$ cat src/gmb_pkg.sv
// shared types and constants of the mark bitmap unit
package gmb_pkg;

	localparam int TYPE_W      = 3;
	localparam int ADDR_W      = 32;
	localparam int HIDX_W      = 3;
	localparam int STAT_W      = 2;
	localparam int TBL_N       = 2 ** HIDX_W;
	localparam int IN_TDATA_W  = 104;
	localparam int IN_TUSER_W  = 4;
	localparam int OUT_TDATA_W = 8;

	typedef enum logic [TYPE_W-1:0] {
		REQ_MARK   = 3'd0,
		REQ_TEST   = 3'd1,
		REQ_CLEAR  = 3'd2,
		REQ_DEFINE = 3'd3,
		REQ_FORGET = 3'd4
	} req_type_t;

	typedef enum logic [STAT_W-1:0] {
		ST_OK        = 2'd0,
		ST_OFF_HEAP  = 2'd1,
		ST_TOO_LARGE = 2'd2,
		ST_OUTSIDE   = 2'd3
	} status_t;

	typedef struct packed {
		logic capture;
		logic look;
		logic rd;
		logic finish;
		logic clr;
	} gmb_cmd_t;

endpackage

$ cat src/gmb_ctrl.sv
// controller state machine of the mark bitmap unit
module gmb_ctrl (
	input  logic             clk,
	input  logic             arst_n,
	input  logic             s_tvalid,
	output logic             s_tready,
	output logic             m_tvalid,
	input  logic             m_tready,
	input  logic             clr_done,
	output gmb_pkg::gmb_cmd_t cmd
);

	typedef enum logic [2:0] {
		S_CLR,
		S_IDLE,
		S_LOOK,
		S_RD,
		S_MOD
	} state_t;

	state_t state_q;
	state_t state_d;
	logic   out_v_q;
	logic   can_fin;

	assign m_tvalid = out_v_q;

	always_comb begin
		can_fin     = (state_q == S_MOD) && (!out_v_q || m_tready);
		s_tready    = (state_q == S_IDLE) || can_fin;
		cmd.capture = s_tvalid && s_tready;
		cmd.look    = (state_q == S_LOOK);
		cmd.rd      = (state_q == S_RD);
		cmd.finish  = can_fin;
		cmd.clr     = (state_q == S_CLR);
		state_d     = state_q;
		case (state_q)
			S_CLR: begin
				if (clr_done) begin
					state_d = S_IDLE;
				end
			end
			S_IDLE: begin
				if (cmd.capture) begin
					state_d = S_LOOK;
				end
			end
			S_LOOK: begin
				state_d = S_RD;
			end
			S_RD: begin
				state_d = S_MOD;
			end
			S_MOD: begin
				if (can_fin) begin
					state_d = cmd.capture ? S_LOOK : S_IDLE;
				end
			end
			default: begin
				state_d = S_IDLE;
			end
		endcase
	end

	always_ff @(posedge clk or negedge arst_n) begin
		if (!arst_n) begin
			state_q <= S_CLR;
			out_v_q <= 1'b0;
		end else begin
			state_q <= state_d;
			if (cmd.finish) begin
				out_v_q <= 1'b1;
			end else if (m_tready) begin
				out_v_q <= 1'b0;
			end
		end
	end

endmodule

$ cat config.mk
export PLATFORM = sky130hd
export DESIGN_NAME = gmb_ctrl
export DESIGN_NICKNAME = d
export VERILOG_FILES = /design/src/gmb_pkg.sv /design/src/gmb_ctrl.sv
export SDC_FILE = /design/constraint.sdc
export NUM_CORES = 1
export LEC_CHECK = 0
export ABC_AREA = 1
export BUFFER_PORTS_ARGS = -buffer_cell sky130_fd_sc_hd__clkbuf_2
export CAP_MARGIN = 0
export CORE_AREA = 10 10 47 49
export DETAILED_ROUTE_END_ITERATION = 12
export DIE_AREA = 0 0 57 59
export PLACE_DENSITY_LB_ADDON = 0.08
export REMOVE_ABC_BUFFERS = 1
export SYNTH_ARGS = -nofsm -noshare
export SYNTH_HDL_FRONTEND = slang
export SYNTH_SLANG_ARGS = --single-unit
$ cat constraint.sdc
create_clock -name clk -period 1.32 [get_ports clk]
set_clock_uncertainty 0.1 [all_clocks]
set_input_delay 0.066 -clock clk [delete_from_list [all_inputs] [get_ports clk]]
set_output_delay 0.066 -clock clk [all_outputs]
set_load 0.05 [all_outputs]
==> results.txt, run 1 <==
XOR/XNOR share of the synthesized area: 0
CTS tree: done
GPL Wtd Cong: 0.787
IO Count: 12
Reg clk slew, reported paths: 0.04 ns
Sequential area share after synthesis: 0.352
Average cell area after synthesis: 6.31 um^2
Leakage power: 0.307 nW
Compound-Gate Fraction of Synth Area: 0.0617
Row count: 14
Routed Antenna Nets: 0
PortBufs: 11
Failing checks: negative setup slack
Min cycle time layout: 1.46 ns
Worst-skew pair later-pin latency: 0.23 ns
CP max FO: 2
Fin area: 593 um^2
Synth Instances: 45
Max cap viols: 0
CTS Buffer Depth: 2
CP Cell Sequence: inv_2 > nand2_2 > nor2_4 > nand2_2 > a21oi_4 > buf_12
Relative slew slack: 0.816
Vias per inst: 4.11
Hold crit path type: primary input to flop
Gr ovfl total: 0
Post-synthesis simple-gate area fraction: 0.401
Die width: 57 um
Synthesis-to-layout area growth: 109%
Global-route wire length before repair: 1440 um
Via count: 345
Num CTS Buffers: 3
Final setup vio count: 6
Most Frequent Cell on Critical Path: nand2_2
Slew Limit Fails: 0
Post-Syn Area: 284 um^2
Largest family of logic cells by synthesized area: simple AND/OR/NAND/NOR gates
Core Box Area: 1400 um^2
Synth cell types: 13
Crit. End Element: output pin
Total Routing Usage GR: 0.0555
Mux contribution to synthesized area: 0
Die height: 59 um
Ys Warns: 0
CP peak stage delay: 0.41 ns
Antenna violations before repair: 0
Largest net degree at the start of global routing: 6
Final setup margin: -0.138 ns
Die area: 3360 um^2
DRT Pass-1 Iters: 2
Total Wirelength: 870 um
Clock root buffer master: clkbuf_4
HPWL after DPL: 718 um
Maximum vdd drop: 1.04 mV
CP top delay family: flip-flops
CP Data Required Time: 1.15 ns
RSZ-0062 raised after global routing: yes
Synth Area in Adders: 0
Crit Path Class: flop to output pin
# clock sinks: 4
Met2 WL post-DR: 403 um
Top Layer Used: met4
Wire length per cell: 10.4 um
FMAX: 686 MHz
Final worst-path cycle share: 1.10
Post-DP Area: 442 um^2
Startpoint types: flop
Fin. Hold Viols: 0
DR WL met3: 73 um
Post-placement setup slack: -0.0139 ns
#FFs+latches synth: 4
Residual DRC count: 0
Count of buffer and inverter cells on the critical path: 2
Htree depth: 1
Worst-Margin Slew: 0.277 ns
Most frequent cells in the layout: 8 x inv_1, 8 x nand2_1, 6 x buf_4, 5 x nor2_1, 5 x clkbuf_2
Pwr dens: 2950 nW/um^2
Starting Density: 0.203
Worst EP arrival: 1.29 ns
Vias in the first global route: 358
Antenna cells: 0
Crit-path slowest cell: dfrtp_1
Outcome: complete, but fails checks
Share of cells above drive strength 1: 0.588
Met1 wire length: 376 um
Nets: 75
1st-iter DRT viols: 3
[layer usage]
metal | vias up | track usage
met5 | - | 0
met4 | 0 | 0.0302
met3 | 2 | 0.0343
met2 | 12 | 0.0868
met1 | 151 | 0.0562
li1 | 180 | -
[where the power goes]
group	internal [mW]	leakage, nW	total, mW	switching, mW
logic	0.590	0.243	1.37	0.780
registers	0.180	0.0502	0.232	0.0526
clock network	0.102	0.0138	0.149	0.0480
[synthesized netlist by cell type]
| master | n | area [um^2] |
|---|---|---|
| a21oi_1 | 2 | 10.0 |
| inv_1 | 10 | 37.5 |
| nor3_2 | 1 | 10.0 |
| dfrtp_1 | 4 | 100 |
| nand4_1 | 1 | 6.26 |
| buf_4 | 1 | 7.51 |
| inv_2 | 2 | 7.51 |
| nand3_1 | 2 | 10.0 |
| nor3_1 | 1 | 5.00 |
| nand2_1 | 12 | 45.0 |
| nor2_4 | 1 | 11.3 |
| o211ai_1 | 1 | 7.51 |
| nor2_1 | 7 | 26.3 |
[state kept, by name, indices dropped and copies added (netlist names)]
signal,flops
m_tvalid,1
state_q,3
[metrics by stage]
stage                     instances  power [mW]  utilization  TNS, ns  hold WS [ns]
after floorplan                  44       0.882            -    -2.78        -0.330
after global placement           77        1.32        0.315  -0.0271        -0.225
after detailed placement         77        1.31        0.315  -0.0139        -0.223
after CTS                        84        1.71        0.408   -0.642        0.0185
after global routing             84        1.87        0.423   -0.915        0.0420
final                            84        1.75        0.423   -0.553        0.0255
[repair_timing]
| item | in CTS | in global routing |
|---|---|---|
| resized for setup | 22 | 5 |
| hold endpoints to repair | 4 | 0 |
| pin swaps | 2 | 5 |
| buffers inserted | 3 | 0 |
| hold buffers | 1 | 0 |
| setup endpoints to repair | 6 | 8 |
[layout make-up]
type,count,area (um^2)
Clock buffer,3,22.5
Timing Repair Buffer,21,215
Multi-Input combinational cell,28,186
Sequential cell,4,101
Tap cell,16,20.0
Inverter,12,47.5
Fill cell,161,808
[worst paths after layout]
path | from | to | slack (ns) | depth (start not counted)
worst max register to register | state_q[1] | state_q[0] | 0.04 | 9
worst max-delay path | state_q[1] | cmd[4] | -0.14 | 6
worst min-delay path | s_tvalid | state_q[1] | 0.03 | 3
max in group asynchronous | arst_n | state_q[2] | 0.91 | 2
worst min register to register | state_q[2] | state_q[2] | 0.52 | 3
min in group asynchronous | arst_n | state_q[1] | 0.07 | 2
[tightest hold or removal path, cell delays in order]
cell and delay, ns:
clkbuf_2 0.09, nand4_1 0.10, a21oi_2 0.06
[kinds of logic (layout without fill, tap and decap cells)]
logic type	count (synthesis)	after routing
compound gates	3	3
flops	4	4
buf+inv	13	36
simple gates	25	25
Power figures use the tool's default switching activity.
==> run 2, diff against run 1 <==
--- a/config.mk
+++ b/config.mk
@@ -8,9 +8,9 @@
 export ABC_AREA = 1
 export BUFFER_PORTS_ARGS = -buffer_cell sky130_fd_sc_hd__clkbuf_2
 export CAP_MARGIN = 0
-export CORE_AREA = 10 10 47 49
+export CORE_AREA = 3 3 40 42
 export DETAILED_ROUTE_END_ITERATION = 12
-export DIE_AREA = 0 0 57 59
+export DIE_AREA = 0 0 43 45
 export PLACE_DENSITY_LB_ADDON = 0.08
 export REMOVE_ABC_BUFFERS = 1
 export SYNTH_ARGS = -nofsm -noshare
==> constraint.sdc (replaced) <==
create_clock -name clk -period 1.65 [get_ports clk]
set_clock_uncertainty 0.1 [all_clocks]
set_input_delay 0.0825 -clock clk [delete_from_list [all_inputs] [get_ports clk]]
set_output_delay 0.0825 -clock clk [all_outputs]
set_load 0.05 [all_outputs]
==> run 2 against run 1 <==
The run now ends clean. Sequential share of layout area rose by 8.6 points. Via count is 13% lower. Flip-flop and latch count unchanged. Register-to-register slack gained 0.35 ns. Critical path depth stayed put. Hold slack better by 0.035 ns. Routed wire length decreased by 22%.
==> results.txt, run 2 (synthesis gave the netlist of run 1 again) <==
Largest Register: state_q
Vias in the first global route: 297 (-17%)
Post-CTS repair timing setup buffer count: 0 (-3)
FMAX: 648 MHz
CP max FO: 4 (+2)
IO Count: 12 (unchanged)
Htree depth: 1 (unchanged)
Via count: 300 (-13%)
Row count: 13 (-1)
Reg2Reg Setup Slack: 0.39 ns (+0.35 ns)
Worst-skew pair later-pin latency: 0.23 ns (about the same)
Fin area: 394 um^2 (-34%)
Most Frequent Cell on Critical Path: nand2_1
Fin. Hold Viols: 0 (unchanged)
Die width: 43 um (-25%)
HP Start: s_tvalid
Share of cells above drive strength 1: 0.339 (-0.249)
Hold endpoint: state_q[1]
Gr ovfl total: 0 (unchanged)
PortBufs: 11 (unchanged)
Slew Limit Fails: 0 (unchanged)
Fin Hold WS: 0.0605 ns (+0.0349 ns)
Residual DRC count: 0 (unchanged)
Global-route wire length before repair: 1210 um (-16%)
Die height: 45 um (-24%)
Total Wirelength: 675 um (-22%)
Reg clk slew, reported paths: 0.03 ns (about the same)
Clock root buffer master: clkbuf_4
Min cycle time layout: 1.54 ns
Core Box Area: 1280 um^2 (-8.3%)
Startpoint types: flop
Worst Reg-to-Reg Cells: 8 (-1)
GPL Wtd Cong: 0.728 (-7.5%)
Crit Path Class: flop to output pin
Hold crit path type: primary input to flop
Relative slew slack: 0.814 (-0.00184)
Largest net degree at the start of global routing: 8 (+2)
RSZ-0062 raised after global routing: no
Number of flip-flops in the largest register: 3 (unchanged)
FF-to-FF Start: state_q[1]
Routed Antenna Nets: 0 (unchanged)
Antenna cells: 0 (unchanged)
CTS tree: done
HPWL after DPL: 582 um (-19%)
Wire length per cell: 9.12 um (-12%)
Most frequent cells in the layout: 12 x nand2_1, 10 x inv_1, 8 x clkbuf_2, 7 x nor2_1
Starting Density: 0.221 (+0.0184)
1st-iter DRT viols: 3 (unchanged)
FILL cells: 149 (-7.5%)
Synthesis-to-layout area growth: 38.8%
Num CTS Buffers: 3 (unchanged)
FF/Latch Area: 101 um^2 (unchanged)
Nets: 66 (-12%)
Final worst-path cycle share: 0.936
Post-DP Area: 350 um^2 (-21%)
CTS Buffer Depth: 2 (unchanged)
Total Routing Usage GR: 0.0926 (+0.0371)
DRT Pass-1 Iters: 4 (+2)
Die area: 1940 um^2 (-42%)
Worst-Margin Slew: 0.280 ns (+0.00277 ns)
Final setup vio count: 0 (-6)
CP Data Required Time: 1.47 ns (+0.32 ns)
Worst EP arrival: 1.36 ns (+0.07 ns)
Worst hold path cell count: 3 (unchanged)
CP Cell Sequence: inv_1 > nand2_1 > nor2_4 > nand2_1 > nand2_1 > buf_2
Max cap viols: 0 (unchanged)
Commonest non-fill, non-tap cell in the layout: nand2_1
Crit. End Element: output pin
Crit-path slowest cell: dfrtp_1
Area occupied by multi-input gates: 135 um^2 (-28%)
FF-to-FF End: state_q[0]
Antenna violations before repair: 0 (unchanged)
Vias per inst: 4.05 (-1.3%)
# clock sinks: 4 (unchanged)
CP peak stage delay: 0.38 ns (-0.03 ns)
Outcome: complete, no violations
run 2: area by class of cell:
type	count	share of cell area
flip-flops and latches	4	0.257
repair buffers	12	0.181
multi-input cells	28	0.343
inverters	12	0.114
clock buffers	3	0.0571
well taps	15	0.0476
run 2: repair_timing:
action                     CTS  global route
hold endpoints to repair     4             0
hold buffers                 1             0
gates resized for setup      1             6
setup endpoints to repair    1             2
run 2: worst max-delay path, delay by kind of cell (launching register included):
family                 cells  cell delay, ns
AND/OR/NAND/NOR            4            0.40
buffers and inverters      2            0.35
flip-flops                 1            0.38
run 2: worst max path at each step:
| stage | slack [ns] | cells after the start | from | endpoint |
|---|---|---|---|---|
| after floorplan | -0.29 | 3 | state_q[2] | state_q[2] |
| after global placement | 0.26 | 5 | state_q[2] | cmd[4] |
| after detailed placement | 0.25 | 6 | state_q[1] | cmd[4] |
| after CTS | 0.04 | 6 | state_q[1] | cmd[4] |
| after global routing | 0.01 | 6 | state_q[1] | cmd[4] |
| final | 0.11 | 6 | state_q[1] | s_tready |
run 2: routing by layer:
metal  GRT usage  vias up  share of wire
met3      0.0518        0          0.052
li1            -      162              -
met2       0.144        6           0.51
met1      0.0920      132           0.44
met5           0        -              0
met4      0.0723        0              0
run 2: through the flow:
stage / setup WS, ns / cells / TNS (ns) / utilization
final: 0.106 / 74 / 0 / 0.307
after global routing: 0.0115 / 74 / 0 / 0.307
after CTS: 0.0407 / 74 / 0 / 0.300
after detailed placement: 0.250 / 70 / 0 / 0.273
after global placement: 0.259 / 70 / 0 / 0.273
after floorplan: -0.285 / 44 / -0.815 / -
Power of run 2 is left out: the tool's default activity adds up to more than one toggle a clock period on the data nets, which glitch-free logic cannot reach.
==> run 3, diff against run 2 <==
==> constraint.sdc (replaced) <==
create_clock -name clk -period 1.3 [get_ports clk]
set_clock_uncertainty 0.1 [all_clocks]
set_input_delay 0.065 -clock clk [delete_from_list [all_inputs] [get_ports clk]]
set_output_delay 0.065 -clock clk [all_outputs]
set_load 0.05 [all_outputs]
==> run 3 against run 2 <==
The flow now finishes with violations (negative setup slack). Routed wire length rose by 19%. First-iteration DRC count decreased by 33%. Cell count grew 12%. Die area unchanged. Utilization increased by 13 points. Register-to-register slack lost 0.46 ns. Critical path depth stayed put. Non-clock buffer count is 9 higher. Hold slack worse by 0.039 ns.
==> results.txt, run 3 (synthesis gave the netlist of run 1 again) <==
Worst EP arrival: 1.30 ns (-0.06 ns)
Nets: 75 (+14%)
Min cycle time layout: 1.47 ns
Vias in the first global route: 353 (+19%)
Crit. End Element: output pin
Worst Reg-to-Reg Cells: 10 (+2)
Fin. Hold Viols: 0 (unchanged)
FMAX: 682 MHz
Htree depth: 1 (unchanged)
Gr ovfl total: 0 (unchanged)
Die height: 45 um (unchanged)
Fin area: 556 um^2 (+41%)
Die width: 43 um (unchanged)
IO Count: 12 (unchanged)
Hold crit path type: primary input to flop
Residual DRC count: 0 (unchanged)
CP Data Required Time: 1.13 ns (-0.34 ns)
CP max FO: 4 (unchanged)
Total Routing Usage GR: 0.0967 (+0.00417)
Area occupied by multi-input gates: 179 um^2 (+32%)
Post-DP Area: 410 um^2 (+17%)
HPWL after DPL: 626 um (+7.6%)
FILL cells: 145 (-2.7%)
Commonest non-fill, non-tap cell in the layout: inv_1
Routed Antenna Nets: 0 (unchanged)
Beginning of the critical path: state_q[1]
Critical Path Sink: cmd[4]
Total Wirelength: 803 um (+19%)
Final setup margin: -0.165 ns (-0.271 ns)
Most frequent cells in the layout: 9 x inv_1, 8 x nand2_1, 8 x buf_4, 5 x nor2_1, 5 x clkbuf_2
Worst-skew pair later-pin latency: 0.23 ns (about the same)
Final worst-path cycle share: 1.13
Worst-Margin Slew: 0.269 ns (-0.0104 ns)
Pwr Total: 1.64 mW
Die area: 1940 um^2 (unchanged)
Relative slew slack: 0.819 (+0.00516)
DRT Pass-1 Iters: 2 (-2)
Global-route wire length before repair: 1400 um (+16%)
Antenna violations before repair: 0 (unchanged)
CP peak stage delay: 0.40 ns (+0.02 ns)
Leakage power: 0.306 nW
Number of flip-flops in the largest register: 3 (unchanged)
CP Cell Sequence: inv_2 > nand2_4 > nor2_4 > nand2_4 > a21oi_2 > buf_8
Synthesis-to-layout area growth: 95.6%
Row count: 13 (unchanged)
Largest net degree at the start of global routing: 5 (-3)
Crit-path slowest cell: dfrtp_1
CTS Buffer Depth: 2 (unchanged)
FF-to-FF Start: state_q[1]
Clock root buffer master: clkbuf_4
Count of buffer and inverter cells on the critical path: 2 (unchanged)
# clock sinks: 4 (unchanged)
Crit Path Class: flop to output pin
Startpoint types: flop
PortBufs: 11 (unchanged)
Maximum vdd drop: 1.40 mV
Outcome: complete, but fails checks
Pwr dens: 2940 nW/um^2
Layout Cells excl Fill: 83 (+12%)
Vias per inst: 4.14 (+2.2%)
Max cap viols: 0 (unchanged)
Failing checks: negative setup slack
Reg2Reg Setup Slack: -0.07 ns (-0.46 ns)
RSZ-0062 raised after global routing: yes
Largest Register: state_q
Share of cells above drive strength 1: 0.559 (+0.220)
Wire length per cell: 9.67 um (+6.1%)
1st-iter DRT viols: 2 (-1)
Most Frequent Cell on Critical Path: nand2_4
Via count: 344 (+15%)
FF-to-FF End: state_q[0]
Starting Density: 0.221 (unchanged)
Num CTS Buffers: 3 (unchanged)
Setup tns final: -0.606 ns (-0.606 ns)
GPL Wtd Cong: 0.826 (+13%)
CP Depth: 6 (unchanged)
Reg clk slew, reported paths: 0.04 ns (about the same)
Final setup vio count: 7 (+7)
Core Box Area: 1280 um^2 (unchanged)
CP top delay family: flip-flops
Slew Limit Fails: 0 (unchanged)
DP Cell Count: 78 (+11%)
FF/Latch Area: 100 um^2 (-1.2%)
Antenna cells: 0 (unchanged)
CTS tree: done
## run 3: changes by cell type in the layout (fill, tap and decap cells not counted), sizes merged
cell | previous run | this run
buf | 3 | 13
clkbuf | 11 | 10
## run 3: repair_timing
| action | CTS | global route |
|---|---|---|
| setup buffers | 3 | 1 |
| endpoints found under the setup margin | 7 | 8 |
| gates cloned | 0 | 0 |
| hold buffers | 1 | 0 |
| pin swaps | 3 | 0 |
| gates resized for setup | 21 | 12 |
| endpoints found under the hold margin | 4 | 0 |
## run 3: layout make-up
class	instances	area share
well taps	15	0.0338
multi-input cells	28	0.322
flip-flops and latches	4	0.180
inverters	12	0.0811
repair buffers	21	0.342
clock buffers	3	0.0405
## run 3: routing by layer
metal,vias up,track usage,part of all wire
met5,-,0,0
met4,0,0.0361,0
met3,0,0.0359,0.034
met2,8,0.147,0.50
met1,154,0.126,0.46
li1,182,-,-
## run 3: worst min path at each step
stage             start          to  depth (start not counted)
2_1_floorplan    arst_n    m_tvalid                          0
3_3_place_gp     arst_n    m_tvalid                          1
3_5_place_dp     arst_n    m_tvalid                          1
4_1_cts        s_tvalid  state_q[1]                          3
5_1_grt        s_tvalid  state_q[1]                          3
6_report       s_tvalid  state_q[1]                          3
## run 3: metrics by stage
stage	util	setup WS, ns	hold WS, ns
3_5_place_dp	0.319	-0.0793	-0.224
6_report	0.432	-0.165	0.0210
5_1_grt	0.432	-0.259	0.0313
3_3_place_gp	0.319	-0.0595	-0.224
4_1_cts	0.416	-0.167	0.0129
2_1_floorplan	-	-0.635	-0.331
## run 3: power breakdown
group | internal (mW) | switching, mW
logic | 0.497 | 0.761
clock network | 0.103 | 0.0457
registers | 0.180 | 0.0490
total | 0.780 | 0.856
## run 3: worst min-delay path: stages
cell and delay (ns):
clkbuf_2 0.09, nand4_1 0.10, a21oi_2 0.06
